File: src/i2c_master_bit_engine_assert.svh
// Assertion macros for the I2C master bit engine.
`ifndef I2C_MASTER_BIT_ENGINE_ASSERT_SVH
`define I2C_MASTER_BIT_ENGINE_ASSERT_SVH

// Antecedent implies consequent on the same edge.
`define I2CM_ASSERT_SAME(lbl, clk, rst_n, ante, cons) \
  lbl: assert property (@(posedge clk) disable iff (!rst_n) (ante) |-> (cons)) \
    else $error("i2cm same-cycle check failed");

// Antecedent implies consequent on the following edge.
`define I2CM_ASSERT_NEXT(lbl, clk, rst_n, ante, cons) \
  lbl: assert property (@(posedge clk) disable iff (!rst_n) (ante) |=> (cons)) \
    else $error("i2cm next-cycle check failed");

`endif

File: src/i2cm_pkg.sv
// Types, codes and constants of the I2C master bit engine.
package i2cm_pkg;

  localparam int unsigned DataW  = 8;
  localparam int unsigned PhaseW = 4;
  localparam int unsigned CountW = 4;
  localparam int unsigned BitsPerByte = 8;

  localparam logic [DataW-1:0] AckTimeoutRst = 8'd250;
  localparam logic [DataW-1:0] PhaseHoldRst  = 8'd0;

  typedef enum logic [2:0] {
    CMD_NONE  = 3'd0,
    CMD_START = 3'd1,
    CMD_STOP  = 3'd2,
    CMD_SEND  = 3'd3,
    CMD_READ  = 3'd4,
    CMD_WAIT  = 3'd5
  } cmd_t;

  typedef enum logic {
    REG_PHASE_HOLD  = 1'b0,
    REG_ACK_TIMEOUT = 1'b1
  } reg_idx_t;

  typedef struct packed {
    logic [2:0]       command;
    logic [DataW-1:0] data_byte;
    logic             send_ack;
    logic             sda_in;
  } in_item_t;

  typedef struct packed {
    logic             scl_level;
    logic             sda_level;
    logic             sda_drive;
    logic             busy_res;
    logic             done_res;
    logic [DataW-1:0] read_data;
    logic             ack_failed;
  } out_item_t;

  typedef struct packed {
    cmd_t              cmd;
    logic [PhaseW-1:0] phase;
    logic [CountW-1:0] bit_cnt;
    logic [DataW-1:0]  shift;
    logic [DataW-1:0]  hold_cnt;
    logic [DataW-1:0]  poll_cnt;
    logic              scl;
    logic              sda;
    logic              sda_drive;
    logic              ack_fail;
    logic              ack_choice;
    logic [DataW-1:0]  read_data;
  } eng_state_t;

  typedef struct packed {
    logic [DataW-1:0] phase_hold;
    logic [DataW-1:0] ack_timeout;
  } eng_cfg_t;

endpackage

File: src/i2c_master_bit_engine.sv
// Top level of the I2C master bit engine: input register, tick logic, result register.
// The input register feeds the tick logic, whose result is held in the result register on out_valid.
// Throughput: one transaction per cycle while the result side does not stall.
// Stall on the result side holds the result register and backs up into in_stall.
// Reset (rst_n low, synchronous): bus released (SCL and SDA high, SDA driven), engine idle,
// phase_hold 0, ack_timeout 250, read data and ack failure cleared, no pending transactions.
module i2c_master_bit_engine import i2cm_pkg::*; (
  input  logic             clk,
  input  logic             rst_n,
  input  logic             in_valid,
  output logic             in_stall,
  input  in_item_t         in_data,
  output logic             out_valid,
  input  logic             out_stall,
  output out_item_t        out_data,
  input  logic             cfg_wr_en,
  input  logic             cfg_index,
  input  logic [DataW-1:0] cfg_wdata
);

`include "i2c_master_bit_engine_assert.svh"

  logic       in_q_valid_r, in_q_valid_nxt;
  in_item_t   in_q_r;
  logic       out_valid_r, out_valid_nxt;
  out_item_t  out_r;
  eng_state_t state_r, state_nxt;
  eng_cfg_t   cfg_r, cfg_nxt;
  out_item_t  result;
  logic       advance;
  logic       in_take;

  assign advance  = in_q_valid_r && (!out_valid_r || !out_stall);
  assign in_stall = in_q_valid_r && !advance;
  assign in_take  = in_valid && !in_stall;

  i2cm_step u_step (
    .state_i  (state_r),
    .item_i   (in_q_r),
    .cfg_i    (cfg_r),
    .state_o  (state_nxt),
    .result_o (result)
  );

  always_comb begin
    cfg_nxt = cfg_r;
    if (cfg_wr_en) begin
      unique case (reg_idx_t'(cfg_index))
        REG_PHASE_HOLD:  cfg_nxt.phase_hold  = cfg_wdata;
        REG_ACK_TIMEOUT: cfg_nxt.ack_timeout = cfg_wdata;
        default: begin
        end
      endcase
    end
  end

  assign in_q_valid_nxt = in_take || (in_q_valid_r && !advance);
  assign out_valid_nxt  = advance || (out_valid_r && out_stall);

  always_ff @(posedge clk) begin
    if (!rst_n) begin
      in_q_valid_r          <= 1'b0;
      out_valid_r           <= 1'b0;
      cfg_r.phase_hold      <= PhaseHoldRst;
      cfg_r.ack_timeout     <= AckTimeoutRst;
      state_r.cmd           <= CMD_NONE;
      state_r.phase         <= '0;
      state_r.bit_cnt       <= '0;
      state_r.shift         <= '0;
      state_r.hold_cnt      <= '0;
      state_r.poll_cnt      <= '0;
      state_r.scl           <= 1'b1;
      state_r.sda           <= 1'b1;
      state_r.sda_drive     <= 1'b1;
      state_r.ack_fail      <= 1'b0;
      state_r.ack_choice    <= 1'b0;
      state_r.read_data     <= '0;
    end else begin
      in_q_valid_r <= in_q_valid_nxt;
      out_valid_r  <= out_valid_nxt;
      cfg_r        <= cfg_nxt;
      if (advance) begin
        state_r <= state_nxt;
      end
    end
  end

  always_ff @(posedge clk) begin
    if (in_take) begin
      in_q_r <= in_data;
    end
    if (advance) begin
      out_r <= result;
    end
  end

  assign out_valid = out_valid_r;
  assign out_data  = out_r;

  `I2CM_ASSERT_SAME(a_done_not_busy, clk, rst_n, out_valid_r && out_r.done_res, !out_r.busy_res)
  `I2CM_ASSERT_NEXT(a_state_holds, clk, rst_n, !advance, $stable(state_r))
  `I2CM_ASSERT_NEXT(a_busy_tracks, clk, rst_n, advance, out_r.busy_res == (state_r.cmd != CMD_NONE))
  `I2CM_ASSERT_NEXT(a_fail_tracks, clk, rst_n, advance, out_r.ack_failed == state_r.ack_fail)

endmodule

File: src/i2cm_step.sv
// Per-tick next-state and pin logic of the I2C master bit engine.
module i2cm_step import i2cm_pkg::*; (
  input  eng_state_t state_i,
  input  in_item_t   item_i,
  input  eng_cfg_t   cfg_i,
  output eng_state_t state_o,
  output out_item_t  result_o
);

  function automatic eng_state_t finish_f(eng_state_t st);
    eng_state_t r;
    r          = st;
    r.cmd      = CMD_NONE;
    r.phase    = '0;
    r.bit_cnt  = '0;
    r.hold_cnt = '0;
    r.poll_cnt = '0;
    return r;
  endfunction

  eng_state_t    s;
  logic          done;
  logic          over;
  logic [DataW:0] poll_inc;

  always_comb begin
    s        = state_i;
    done     = 1'b0;
    over     = 1'b0;
    poll_inc = '0;

    // launch a new command only when idle
    if (s.cmd == CMD_NONE && item_i.command >= CMD_START && item_i.command <= CMD_WAIT) begin
      s.cmd      = cmd_t'(item_i.command);
      s.phase    = '0;
      s.bit_cnt  = '0;
      s.hold_cnt = '0;
      s.poll_cnt = '0;
      if (s.cmd == CMD_SEND) begin
        s.shift = item_i.data_byte;
      end
      if (s.cmd == CMD_READ) begin
        s.shift      = '0;
        s.ack_choice = item_i.send_ack;
      end
      if (s.cmd == CMD_WAIT) begin
        s.ack_fail = 1'b0;
      end
    end

    unique case (s.cmd)
      CMD_START: begin
        if (s.phase == 4'd0) begin
          s.sda_drive = 1'b1;
          s.sda       = 1'b1;
          s.scl       = 1'b1;
        end else if (s.phase == 4'd1) begin
          s.sda = 1'b0;
        end else begin
          s.scl = 1'b0;
        end
        over = (s.hold_cnt >= cfg_i.phase_hold);
        if (over) begin
          s.hold_cnt = '0;
          if (s.phase >= 4'd2) begin
            s    = finish_f(s);
            done = 1'b1;
          end else begin
            s.phase = s.phase + 4'd1;
          end
        end else begin
          s.hold_cnt = s.hold_cnt + 8'd1;
        end
      end
      CMD_STOP: begin
        if (s.phase == 4'd0) begin
          s.sda_drive = 1'b1;
          s.scl       = 1'b0;
          s.sda       = 1'b0;
        end else begin
          s.scl = 1'b1;
          s.sda = 1'b1;
        end
        over = (s.hold_cnt >= cfg_i.phase_hold);
        if (over) begin
          s.hold_cnt = '0;
          if (s.phase >= 4'd1) begin
            s    = finish_f(s);
            done = 1'b1;
          end else begin
            s.phase = s.phase + 4'd1;
          end
        end else begin
          s.hold_cnt = s.hold_cnt + 8'd1;
        end
      end
      CMD_SEND: begin
        if (s.phase == 4'd0) begin
          s.sda_drive = 1'b1;
          s.scl       = 1'b0;
          s.sda       = s.shift[DataW-1];
        end else if (s.phase == 4'd1) begin
          s.scl = 1'b1;
        end else begin
          s.scl = 1'b0;
        end
        over = (s.hold_cnt >= cfg_i.phase_hold);
        if (over) begin
          s.hold_cnt = '0;
          if (s.phase >= 4'd2) begin
            s.shift   = {s.shift[DataW-2:0], 1'b0};
            s.bit_cnt = s.bit_cnt + 4'd1;
            if (s.bit_cnt >= CountW'(BitsPerByte)) begin
              s    = finish_f(s);
              done = 1'b1;
            end else begin
              s.phase = '0;
            end
          end else begin
            s.phase = s.phase + 4'd1;
          end
        end else begin
          s.hold_cnt = s.hold_cnt + 8'd1;
        end
      end
      CMD_READ: begin
        if (s.phase == 4'd0) begin
          s.sda_drive = 1'b0;
          s.scl       = 1'b0;
        end else if (s.phase == 4'd1) begin
          s.scl = 1'b1;
          if (s.hold_cnt == '0) begin
            s.shift = {s.shift[DataW-2:0], item_i.sda_in};
          end
        end else if (s.phase == 4'd2) begin
          s.scl       = 1'b0;
          s.sda_drive = 1'b1;
          s.sda       = ~s.ack_choice;
        end else if (s.phase == 4'd3) begin
          s.scl = 1'b1;
        end else begin
          s.scl = 1'b0;
        end
        over = (s.hold_cnt >= cfg_i.phase_hold);
        if (over) begin
          s.hold_cnt = '0;
          if (s.phase == 4'd1) begin
            s.bit_cnt = s.bit_cnt + 4'd1;
            s.phase   = (s.bit_cnt >= CountW'(BitsPerByte)) ? 4'd2 : 4'd0;
          end else if (s.phase >= 4'd4) begin
            s.read_data = s.shift;
            s           = finish_f(s);
            done        = 1'b1;
          end else begin
            s.phase = s.phase + 4'd1;
          end
        end else begin
          s.hold_cnt = s.hold_cnt + 8'd1;
        end
      end
      CMD_WAIT: begin
        if (s.phase == 4'd0) begin
          s.sda_drive = 1'b1;
          s.sda       = 1'b1;
          over = (s.hold_cnt >= cfg_i.phase_hold);
          if (over) begin
            s.hold_cnt = '0;
            s.phase    = 4'd1;
          end else begin
            s.hold_cnt = s.hold_cnt + 8'd1;
          end
        end else if (s.phase == 4'd1) begin
          s.scl = 1'b1;
          over = (s.hold_cnt >= cfg_i.phase_hold);
          if (over) begin
            s.hold_cnt = '0;
            s.phase    = 4'd2;
          end else begin
            s.hold_cnt = s.hold_cnt + 8'd1;
          end
        end else begin
          s.sda_drive = 1'b0;
          poll_inc    = {1'b0, s.poll_cnt} + 9'd1;
          if (!item_i.sda_in) begin
            s.scl      = 1'b0;
            s.ack_fail = 1'b0;
            s          = finish_f(s);
            done       = 1'b1;
          end else if (poll_inc > {1'b0, cfg_i.ack_timeout}) begin
            // timeout: enter the first stop phase on this tick
            s.ack_fail  = 1'b1;
            s.cmd       = CMD_STOP;
            s.poll_cnt  = '0;
            s.sda_drive = 1'b1;
            s.scl       = 1'b0;
            s.sda       = 1'b0;
            if (cfg_i.phase_hold == '0) begin
              s.hold_cnt = '0;
              s.phase    = 4'd1;
            end else begin
              s.hold_cnt = 8'd1;
              s.phase    = 4'd0;
            end
          end else begin
            s.poll_cnt = poll_inc[DataW-1:0];
          end
        end
      end
      default: begin
      end
    endcase

    state_o            = s;
    result_o.scl_level  = s.scl;
    result_o.sda_level  = s.sda;
    result_o.sda_drive  = s.sda_drive;
    result_o.busy_res   = (s.cmd != CMD_NONE);
    result_o.done_res   = done;
    result_o.read_data  = s.read_data;
    result_o.ack_failed = s.ack_fail;
  end

endmodule
File: config.mk
export PLATFORM = sky130hd
export DESIGN_NAME = i2c_master_bit_engine
export DESIGN_NICKNAME = d
export VERILOG_FILES = /design/src/i2cm_pkg.sv /design/src/i2c_master_bit_engine.sv /design/src/i2cm_step.sv
export VERILOG_INCLUDE_DIRS = /design/src /design/src/src
export SDC_FILE = /design/constraint.sdc
export NUM_CORES = 1
export LEC_CHECK = 0
export BUFFER_PORTS_ARGS = -buffer_cell sky130_fd_sc_hd__buf_2
export CORE_MARGIN = 4
export CORE_UTILIZATION = 55
export CTS_CLUSTER_DIAMETER = 80
export DETAILED_ROUTE_END_ITERATION = 8
export GPL_ROUTABILITY_DRIVEN = 1
export GPL_TIMING_DRIVEN = 0
export PLACE_DENSITY_LB_ADDON = 0.15
export SYNTH_ARGS = -nofsm -noshare
export SYNTH_HDL_FRONTEND = slang
export SYNTH_SLANG_ARGS = --single-unit
File: constraint.sdc
create_clock -name clk -period 4.2 [get_ports clk]
set_input_delay 0.21 -clock clk [delete_from_list [all_inputs] [get_ports clk]]
set_output_delay 0.21 -clock clk [all_outputs]
set_load 0.05 [all_outputs]
* Yosys cells after proc, flatten, opt, wreduce, memory -nomap -nowiden *
Index checks and enable logic that the tools add are counted.

word-level totals
  bits in latches = 0
  bits in read-only memories = 0
  logic and storage cells = 169
  input bits = 27
  memories kept = 0
  RAM bits = 0
  bits in registers = 93

operators by class
  $mul = 0
  bitwise gates (word level) = 2
  add/sub/neg operators = 4
  order comparisons = 8
  reductions and logical operators = 20
  eq/ne operators = 11
  muxes and demuxes = 97
  divide/modulo/power cells = 0
  shifts and indexed selects = 0

operators with widths
  kind                   number
  $pmux W48 S5           1
  $mux W41               5
  $mux W8                16
  $mux W21               4
  $mux W19               4
  $mux W12               4
  $mux W37               1
  $mux W35               1
  $mux W4                8
  $mux W1                29
  $mux W3                8
  $mux W2                10
  $mux W20               1
  $logic_not A8 Y1       2
  $mux W7                2
  $eq A3 B3 Y1 const B   4
  $mux W10               1
  $add A8 B1 Y9 const B  1
  $eq A3 B2 Y1 const B   3
  $gt A9 B8 Y1           1
  $mux W9                1
  $add A4 B1 Y4 const B  2
  $add A8 B1 Y8 const B  1
  $eq A4 B2 Y1 const B   2
  other kinds (18)       30

* Depth between registers and ports, before layout *
  depth in word-level cells = 15
  depth in mapped cells = 17

* Modules after synthesis *
A second synthesis with hierarchy kept.

second synthesis, totals
  cells, all modules = 775
  area total of the unflattened synthesis = 6655.1 um^2

modules (own cells, without submodules)
  module                 area an instance (um^2)  cells an instance  times used
  i2c_master_bit_engine  3703.6                   307                1
  i2cm_step              2951.6                   468                1

* Least setup slack after synthesis *
No wires, ideal clock.

  path kind = register -> register
  start point = register in_q_r[10] in the netlist's numbering
  end point = register state_r[41] in the netlist's numbering
  cell stages (with the launch flop) = 18
  data arrival time = 3.832 ns
  required time = 4.083 ns
  setup slack = 0.251 ns
  buffers on the path = 2
  setup time = 0.117 ns
  period minus slack after synthesis = 3.949 ns
  cell sequence = edfxtp_1 -> buf_6 -> or3_4 -> nand3_2 -> clkbuf_1 -> and2_1 -> ha_1 -> nand3_1 -> or3_1 -> a21oi_1 -> ha_1 -> and3_1 -> or3b_2 -> o211ai_1 -> nand2_1 -> mux2i_1 -> a21o_1 -> a32o_1

between the ends
  cells in the longest elaborated chain, start to end = 11
  elaborated cells between the ends (all ways) = 34
  classes of those cells = 2 x add/sub; 7 x order compare; 6 x eq/ne; 16 x mux; 3 x reduce/logical

RTL lines
  item                               line                         text
  from (decl)                        i2c_master_bit_engine.sv:24  in_item_t in_q_r;
  from (signal assigned)             i2c_master_bit_engine.sv:90  in_q_r <= in_data;
  $ge A3 B1 Y1                       i2cm_step.sv:33              if (s.cmd == CMD_NONE && item_i.command >= CMD_START && item_i.command <= CMD_WAIT) begin
  $logic_and A1 B1 Y1 (2 in series)  i2cm_step.sv:33
  $mux W35 *                         i2cm_step.sv:33
  $add A8 B1 Y9                      i2cm_step.sv:183             poll_inc = {1'b0, s.poll_cnt} + 9'd1;
  $gt A9 B8 Y1                       i2cm_step.sv:189             end else if (poll_inc > {1'b0, cfg_i.ack_timeout}) begin
  $mux W7                            i2cm_step.sv:189
  $mux W7                            i2cm_step.sv:184             if (!item_i.sda_in) begin
  $mux W4                            i2cm_step.sv:172             end else if (s.phase == 4'd1) begin
  $mux W4                            i2cm_step.sv:162             if (s.phase == 4'd0) begin
  $pmux W48 S5 *                     i2cm_step.sv:51              unique case (s.cmd)
  to (signal assigned)               i2c_master_bit_engine.sv:83  state_r <= state_nxt;
  to (decl)                          i2c_master_bit_engine.sv:27  eng_state_t state_r, state_nxt;

Mark *: on every way between the ends. The rest lies on a longest branch, timed or not.
A chain may end at the register's enable or synchronous reset.

* Worst setup path after layout *
  start point = register in_q_r[10] in the netlist's numbering
  end point = register state_r[26] in the netlist's numbering

between the ends
  cells in the longest elaborated chain, start to end = 11
  elaborated cells between the ends (all ways) = 29
  classes of those cells = 2 x add/sub; 5 x order compare; 6 x eq/ne; 13 x mux; 3 x reduce/logical

RTL lines
  item                               line
  $ge A3 B1 Y1                       i2cm_step.sv:33
  $logic_and A1 B1 Y1 (2 in series)  i2cm_step.sv:33
  $mux W35 *                         i2cm_step.sv:33
  $add A8 B1 Y9                      i2cm_step.sv:183
  $gt A9 B8 Y1                       i2cm_step.sv:189
  $mux W8                            i2cm_step.sv:189
  $mux W20                           i2cm_step.sv:184
  $mux W8                            i2cm_step.sv:172
  $mux W8                            i2cm_step.sv:162
  $pmux W48 S5 *                     i2cm_step.sv:51

Marks and branches as above.

==> impl_metrics.py <==
metrics = {
    "setup_path": {
        "required_ns": 4.51,
        "crit_family": "simple AND/OR/NAND/NOR gates",
        "worstSetupEndpointType": "register",
        "timing.rr.start": "in_q_r[10]",
        "path_max_fanout": 10,
        "startpoint_type": "register",
        "crit_path_top_delay_cell": "or3b_2",
        "cpPeakStageDelay_ns": 0.44,
        "criticalPathCategory": "register to register",
        "crit_start": "in_q_r[10]",
        "crit_buf_inv": 3,
        "cp.arrival_ns": 4.32,
        "path_cells": "buf_6 > or3_4 > nand3_4 > buf_8 > and2_4 > ha_4 > nand3_2 > or3_1 > a21oi_2 > ha_1 > and3_1 > or3b_2 > o211ai_1 > buf_4 > and3b_2 > nor2_4 > a211o_1 > a31oi_1",
    },
    "detailed_routing": {
        "antenna_left": 0,
        "drc": 0,
        "wl_per_cell_um": 19.21,
        "routed_wl_um": 17160,
        "drt_pre_antenna_iters": 6,
        "drt_iter0_drc": 611,
        "via_per_inst": 6.301,
        "num_vias": 5627,
    },
    "synthesis": {
        "async_reset_ff_share_pct": 0,
        "synthesis.area_sq_um": 5700,
        "synth-seq-area-share_pct": 37.40,
        "syn-instance-count": 687,
        "yosys_warnings": 0,
        "synth_enable_flop_cells": 27,
        "synthDistinctLibCells": 74,
        "syn_avg_cell_area_sq_um": 8.298,
        "synth_nets": 739,
        "ys_seq_elements": 93,
        "ys.flop_type": "dfxtp_1",
    },
    "die": {
        "dieArea_sq_um": 12060,
        "placementRows": 36,
        "die_w_um": 109.8,
        "die_y_um": 109.8,
        "core_sq_um": 9955,
        "initial_core_util_pct": 57.26,
        "pin_count": 43,
    },
    "layout": {
        "n_fill_cell": 843,
        "final_cell_mix": "nand2_1, a21oi_1, dfxtp_1",
        "fin_nets": 807,
        "antenna_cells": 0,
        "final_core_util_pct": 65.52,
        "area_growth_pct": 14.42,
        "layout_commonest_cell": "nand2_1",
        "drive_gt1_share_pct": 14.61,
    },
    "clock_network": {
        "clkSinkCount": 93,
        "clk_pin_slew_ns": 0.10,
        "clock_path_buffers": 2,
        "numCtsBuffers": 9,
        "ctsHtreeMaxLevel": 3,
        "cts-root-buf": "clkbuf_8",
        "cts_tree": "yes",
        "clk-insertion-delay-late_ns": 0.38,
    },
    "timing": {
        "clock.fmax_mhz": 249.1,
        "skew_ns": 0.01338,
        "final_max_slew_viol_count": 0,
        "fin_setup_tns_ns": 0,
        "layout_min_cycle_time_ns": 4.015,
        "worst_slew_pin_slew_ns": 1.361,
        "finalCritPeriodShare_pct": 95.59,
        "relSlewSlack_pct": 9.251,
        "setup_slack_ns": 0.1853,
        "finalHoldViolCount": 0,
        "finalSetupViolations": 0,
    },
    "power_and_ir_drop": {
        "p_leak_uw": 0.002520,
        "power_density_nw_per_um2": 341.6,
        "ir_drop_mv": 0.3540,
    },
    "global_routing": {
        "first_global_vias": 5326,
        "grt_pass1_wl_um": 27420,
        "track_usage_pct": 29.75,
        "grt_max_degree": 24,
        "grt-ovfl-total": 0,
        "antenna_found_initial": 0,
    },
    "min_path": {
        "hold_path.startpoint": "cfg_wdata[0]",
        "hold_path.class": "input pin to register",
    },
    "placement": {
        "hpwl_um": 12480,
        "globalplace.congestion": 1.016,
        "place_ws_ns": -0.5811,
        "port_buffers": 42,
    },
    "outcome": {
        "status": "completed",
    },
    "job": {
        "maxCapViolCount": 0,
    },
}
[Yosys cell counts (5+ instances only)]
cell	number	area share (%)
xor2_1	6	0.92
nor2b_1	6	0.66
a211oi_1	13	1.7
a21oi_1	73	6.4
nand2b_1	5	0.55
nand3_1	31	2.7
nor2_1	55	3.6
mux2i_1	11	1.9
xnor2_1	5	0.77
a32o_1	8	1.4
inv_1	32	2.1
edfxtp_1	27	14
o21a_1	5	0.66
clkbuf_1	25	1.6
a31oi_1	6	0.66
a21o_1	10	1.3
and2_1	10	1.1
dfxtp_1	66	23
o211ai_1	11	1.4
nand2_1	85	5.6
buf_2	9	0.79
o2bb2ai_1	5	0.77
o21ai_0	47	4.1
nor3_1	10	0.88
ha_1	25	5.5
[path summary, 6_finish.rpt]
check	slack, ns	depth (start not counted)	to
max reg2reg	0.19	18	state_r[26]
min reg2reg	0.46	2	state_r[8]
min	0.08	3	cfg_r[0]
max	0.19	18	state_r[26]
[routing by layer]
| metal | global-route usage [%] | routed length (um) | vias up |
|---|---|---|---|
| li1 | - | - | 2661 |
| met1 | 41.91 | 7555 | 2600 |
| met2 | 42.37 | 7158 | 315 |
| met3 | 9.043 | 1856 | 51 |
| met4 | 11.75 | 586 | 0 |
| met5 | 0 | 0 | - |
[logic make-up (layout without fill, tap and decap cells)]
family | count (synthesis) | after routing | share of synthesized area, %
flops | 93 | 93 | 37.40
xor+xnor | 11 | 11 | 1.690
compound gates | 233 | 233 | 27.59
fa+ha+maj | 25 | 25 | 5.487
simple gates | 240 | 240 | 20.30
buf+inv | 74 | 147 | 5.597
mux | 11 | 11 | 1.932
[worst min-delay path: stages]
cell and delay (ns):
buf_2 0.11, nand2_1 0.05, a21oi_1 0.05
[stage by stage]
stage,instances,power (uW),hold slack (ns),cell area [sq um]
after global routing,893,2333,0.05685,6523
after detailed placement,862,1539,0.3881,6077
after CTS,893,2215,0.04844,6496
after floorplan,687,1384,0.3089,5700
final,893,2228,0.07884,6523
after global placement,862,1535,0.3869,6077
[registers in the layout, summed over array words and instances (netlist names)]
name / flops
state_r: 48
in_q_r: 13
cfg_r: 16
out_valid: 1
out_data: 14
in_q_valid_r: 1
[power by group]
group          switching [uW]  internal, uW
clock                     321           335
combinational             392           185
sequential               24.6           971
total                     737          1490
[timing repair]
action	CTS	global route
pin swaps	3	3
gates resized for setup	14	11
endpoints found under the setup margin	42	45
buffers inserted	2	1
hold buffers	13	0
hold endpoints to repair	13	0
[area by class of cell]
cell class                 count  area [sq um]  share of cell area, %
tap                          133         166.4                  2.551
multi-input combinational    520          3314                  50.82
inverter                      32         120.1                  1.842
sequential                    93          2132                  32.69
clock buffer                  10         127.6                  1.957
clock inverter                 6         86.33                  1.324
timing repair buffer          58         362.8                  5.563
buffer                        41         212.7                  3.261
(Power assumes the default switching activity.)
